--- config.mk ---
export PLATFORM = sky130hd
export DESIGN_NAME = wss_controller
export DESIGN_NICKNAME = d
export VERILOG_FILES = /design/src/hw/rtl/wss_pkg.sv /design/src/hw/rtl/wss_controller.sv
export VERILOG_INCLUDE_DIRS = /design/src /design/src/hw/rtl
export SDC_FILE = /design/constraint.sdc
export NUM_CORES = 1
export LEC_CHECK = 0
export BUFFER_PORTS_ARGS = -buffer_cell sky130_fd_sc_hd__buf_4
export CAP_MARGIN = 20
export CORE_AREA = 2 2 39 41
export DETAILED_ROUTE_END_ITERATION = 16
export DIE_AREA = 0 0 41 43
export PLACE_DENSITY = 0.8
export SYNTH_ARGS = -nofsm -noshare
export SYNTH_HDL_FRONTEND = slang
export SYNTH_SLANG_ARGS = --single-unit
--- constraint.sdc ---
create_clock -name clock -period 5.44 [get_ports clock]
set_input_delay 0 -clock clock [delete_from_list [all_inputs] [get_ports clock]]
set_output_delay 0 -clock clock [all_outputs]
set_load 0.01 [all_outputs]
--- src/hw/rtl/windowed_stream_statistics_core_macros.svh ---
// assertion macros used by the controller rtl
`ifndef WINDOWED_STREAM_STATISTICS_CORE_MACROS_SVH
`define WINDOWED_STREAM_STATISTICS_CORE_MACROS_SVH
`ifndef NO_ASSERTIONS
// checked at every clock edge outside reset
`define WSS_ASSERT(lbl, prop) \
   lbl: assert property (@(posedge clock) disable iff (reset) prop) \
      else $error("wss check failed");
// checked at every clock edge, reset included
`define WSS_ASSERT_ALWAYS(lbl, prop) \
   lbl: assert property (@(posedge clock) prop) else $error("wss check failed");
`else
`define WSS_ASSERT(lbl, prop)
`define WSS_ASSERT_ALWAYS(lbl, prop)
`endif
`endif

--- src/hw/rtl/wss_pkg.sv ---
package wss_pkg;

   localparam int SAMPLE_BITS_DEF = 16;
   localparam int MAX_WINDOW_DEF  = 65536;

   localparam int MODE_BITS = 2;
   localparam int WL_BITS   = 17;

   localparam logic [MODE_BITS-1:0] MODE_LAST = 2'd0;
   localparam logic [MODE_BITS-1:0] MODE_DEV  = 2'd1;
   localparam logic [MODE_BITS-1:0] MODE_MEAN = 2'd2;
   localparam logic [MODE_BITS-1:0] MODE_NONE = 2'd3;

   localparam logic [WL_BITS-1:0] WL_RESET = 17'd1024;

   localparam logic REG_MODE   = 1'b0;
   localparam logic REG_WINDOW = 1'b1;

   typedef enum logic [7:0] {
      ST_ACCUM     = 8'b0000_0001,
      ST_MEAN_DIV  = 8'b0000_0010,
      ST_DEV_MUL   = 8'b0000_0100,
      ST_DEV_SUB   = 8'b0000_1000,
      ST_DEV_DIV   = 8'b0001_0000,
      ST_SQRT_LOAD = 8'b0010_0000,
      ST_SQRT      = 8'b0100_0000,
      ST_LOAD      = 8'b1000_0000
   } state_type;

   typedef struct packed {
      logic accept;
      logic div_step;
      logic mul;
      logic dev_load;
      logic sqrt_load;
      logic sqrt_step;
      logic load_out;
   } cmd_type;

   typedef struct packed {
      logic                 will_close;
      logic                 out_free;
      logic                 div_last;
      logic                 sqrt_last;
      logic [MODE_BITS-1:0] held_mode;
   } status_type;

endpackage

--- src/hw/rtl/wss_controller.sv ---
`include "windowed_stream_statistics_core_macros.svh"

module wss_controller (
   input  logic                          clock,
   input  logic                          reset,
   input  logic                          in_valid,
   output logic                          in_ready,
   input  logic [wss_pkg::MODE_BITS-1:0] cfg_mode,
   input  wss_pkg::status_type           status,
   output wss_pkg::cmd_type              cmd
);
   import wss_pkg::*;

   state_type state_ff, state_in;

   always_comb begin
      state_in = state_ff;
      cmd      = '0;
      in_ready = 1'b0;
      unique case (state_ff)
         ST_ACCUM: begin
            in_ready   = !status.will_close || status.out_free;
            cmd.accept = in_valid && in_ready;
            if (cmd.accept && status.will_close &&
                (cfg_mode == MODE_DEV || cfg_mode == MODE_MEAN)) begin
               state_in = ST_MEAN_DIV;
            end
         end
         ST_MEAN_DIV: begin
            cmd.div_step = 1'b1;
            if (status.div_last) begin
               state_in = (status.held_mode == MODE_MEAN) ? ST_LOAD : ST_DEV_MUL;
            end
         end
         ST_DEV_MUL: begin
            cmd.mul  = 1'b1;
            state_in = ST_DEV_SUB;
         end
         ST_DEV_SUB: begin
            cmd.dev_load = 1'b1;
            state_in     = ST_DEV_DIV;
         end
         ST_DEV_DIV: begin
            cmd.div_step = 1'b1;
            if (status.div_last) begin
               state_in = ST_SQRT_LOAD;
            end
         end
         ST_SQRT_LOAD: begin
            cmd.sqrt_load = 1'b1;
            state_in      = ST_SQRT;
         end
         ST_SQRT: begin
            cmd.sqrt_step = 1'b1;
            if (status.sqrt_last) begin
               state_in = ST_LOAD;
            end
         end
         ST_LOAD: begin
            cmd.load_out = status.out_free;
            if (status.out_free) begin
               state_in = ST_ACCUM;
            end
         end
         default: begin
            state_in = ST_ACCUM;
         end
      endcase
   end

   always_ff @(posedge clock) begin
      if (reset) begin
         state_ff <= ST_ACCUM;
      end else begin
         state_ff <= state_in;
      end
   end

   `WSS_ASSERT(a_load_returns, (state_ff == ST_LOAD && status.out_free) |=> state_ff == ST_ACCUM)
   `WSS_ASSERT(a_root_done, (state_ff == ST_SQRT && status.sqrt_last) |=> state_ff == ST_LOAD)
   `WSS_ASSERT(a_mean_done, (state_ff == ST_MEAN_DIV && status.div_last && status.held_mode == MODE_MEAN) |=> state_ff == ST_LOAD)
   `WSS_ASSERT_ALWAYS(a_load_free, cmd.load_out |-> status.out_free)

endmodule

==> impl_metrics.json <==
{
  "status": "completed",
  "max_slew.worst_pin.slew_ns": 0.504,
  "crit_path_start_kind": "register",
  "core_region_area_um2": 1380,
  "cp-end-kind": "output port",
  "setup_viol": 0,
  "grt-busiest-layer": "met2",
  "ys_async_sr_fraction_pct": 0,
  "grt_pass1_wl_um": 2120,
  "total_power_uw": 133,
  "crit_family": "simple AND/OR/NAND/NOR gates",
  "cts_tree": "built",
  "crit_buf_inv": 1,
  "min_path_cells": 4,
  "regMostFlops": "state_ff",
  "drv_slew": 0,
  "dp_hpwl_um": 1100,
  "netlist_instances": 71,
  "min_path_type": "primary input to register",
  "max_slew_margin_pct": 66.1,
  "port_buffers": 18,
  "grt_use_total_pct": 17.5,
  "dr_total_vias": 624,
  "cts.root.buffer_cell": "clkbuf_4",
  "clk_pin_slew_ns": 0.06,
  "synthDistinctLibCells": 33,
  "grt_antenna_before_repair": 0,
  "die_h_um": 43,
  "crit_arrival_ns": 1.98,
  "fmax_ghz": 0.504,
  "met2_usage_pct": 30.0,
  "initial_core_util_pct": 42.2,
  "drc_errors": 0,
  "fin_area_um2": 751,
  "rows": 14,
  "cts_hold_buf": 1,
  "netlist_top_cells_count": "dfxtp_1 (8), nor2_1 (7), nor4_1 (5)",
  "max_stage_delay_ns": 0.50,
  "p_per_area_nw_per_um2": 178,
  "p_leak_uw": 0.000304,
  "num_antenna_cells": 0,
  "first_pass_iters": 4,
  "use_met1_pct": 18.8,
  "netlist_top_cells_area": "dfxtp_1 (27%), nor4b_1 (6.0%), xnor2_1 (6.0%)",
  "numCtsBuffers": 3,
  "cts_resized": 0,
  "vias_per_cell": 5.89,
  "cts.path.max_buffers": 2,
  "crit_fanout": 6,
  "avgRoutedWirePerCell_um": 13.2,
  "rsz0062_at_grt": "no",
  "path_depth": 4,
  "seq_area_frac_synth_pct": 27.4,
  "reg_top3": "state_ff: 8 flops",
  "synth_ff_type": "dfxtp_1",
  "peakVddDrop_uv": 85.6,
  "syn_area_per_cell_um2": 8.23,
  "worstPathCellList": "nor4_1 -> nand2b_1 -> nor4b_1 -> buf_4",
  "fin_crit_ns": 1.98,
  "finalCritPeriodShare_pct": 36.5,
  "area_growth_pct": 28.5,
  "setup-tns-final_ns": 0,
  "netlist_area_um2": 584,
  "fillers": 126,
  "overflow": 0,
  "yosysMostFrequentCell": "dfxtp_1",
  "layout-drive-gt1-share_pct": 30.0,
  "boundaryPins": 19,
  "ys_warn_count": 0,
  "die_width_um": 41,
  "worstSetupPathType": "register to output port",
  "insertion_delay_ns": 0.26,
  "gr-usage-met3_pct": 8.90,
  "rrSetupSlack_ns": 3.46,
  "maxCapViolations": 0,
  "yosysTopAreaCell": "dfxtp_1",
  "post-cts-setup-buffer-count": 0,
  "dpl_cell_area_um2": 718,
  "synth_seq_cells": 8,
  "ant_nets": 0,
  "place_congestion": 0.849,
  "drt_iter0_drc": 13,
  "required_ns": 5.44,
  "fin_util_pct": 54.2,
  "cts-htree-levels": 1,
  "largest_reg_flops": 8,
  "first_global_vias": 515,
  "fin_skew_ns": 0.0124,
  "finalNetCount": 103,
  "die-area_um2": 1760,
  "hold_viol_final": 0,
  "cts_num_sinks": 8,
  "grt_max_degree": 12,
  "setup_slack_ns": 3.46,
  "dp_worst_setup_slack_ns": 3.47,
  "synth_fp_nets": 82,
  "critical-path-slowest-cell": "nor4_1",
  "worstRegToRegCells": 5,
  "yosysTopAreaCellShare_pct": 27.4,
  "synth_edf_count": 0,
  "wl_um": 1390
}
## cell families after synthesis
kind of cell           Yosys count  synth area share, %
AO/OA/AOI/OAI                   12                 16.7
XOR/XNOR                         4                 6.00
buffers and inverters            6                 5.57
flip-flops                       8                 27.4
AND/OR/NAND/NOR                 41                 44.3
## metal layers
layer | up-vias | routed length (µm)
li1 | 308 | -
met5 | - | 0
met2 | 30 | 723
met4 | 0 | 0
met3 | 0 | 115
met1 | 286 | 555
## final timing paths
kind	end	from
max	cmd[2]	state_ff[6]
min	state_ff[6]	status[2]
max reg2reg	state_ff[0]	state_ff[4]
min reg2reg	state_ff[5]	state_ff[4]
## cell usage in the layout (no fill, tap or decap), drive strengths merged
cell type	n
xnor2	4
nor4	5
o21a	1
dlygate4sd3	1
a211o	1
nor3	4
o21ai	1
dfxtp	8
clkbuf	3
nand3	3
inv	3
a21oi	2
o211ai	1
a41oi	1
nand2	3
o21ba	1
nor2	7
or2	2
nor2b	1
buf	18
and2b	1
and2	1
nor4b	4
a211oi	4
nor3b	1
or4	1
nand4b	2
and3	2
or3	2
nand2b	1
or4b	1
## layout make-up
type | instances | area (µm²) | area share [%]
timing repair buffer | 19 | 145 | 19.3
clock buffer | 3 | 22.5 | 3.00
tap | 16 | 20.0 | 2.67
inverter | 3 | 11.3 | 1.50
multi-input combinational | 57 | 392 | 52.2
sequential | 8 | 160 | 21.3
## per-stage QoR
step / instances / hold slack [ns]
3_5_place_dp: 102 / 0.211
3_3_place_gp: 102 / 0.213
6_report: 106 / 0.0662
4_1_cts: 106 / 0.0691
5_1_grt: 106 / 0.0817
2_1_floorplan: 71 / 0.0646
## worst reg2reg max path, stage by stage (launching register included)
cell and delay [ns]:
dfxtp_1 0.40, or4_4 0.59, nor3_1 0.31, a211o_1 0.24, a211oi_1 0.09, or2_1 0.24
## power by group
| part | switching (µW) | total [µW] | internal (µW) |
|---|---|---|---|
| clock network | 20.0 | 45.3 | 25.2 |
| logic | 12.6 | 26.8 | 14.2 |
| registers | 1.69 | 61.3 | 59.6 |
Note: power is estimated with default switching activity, not from simulation.
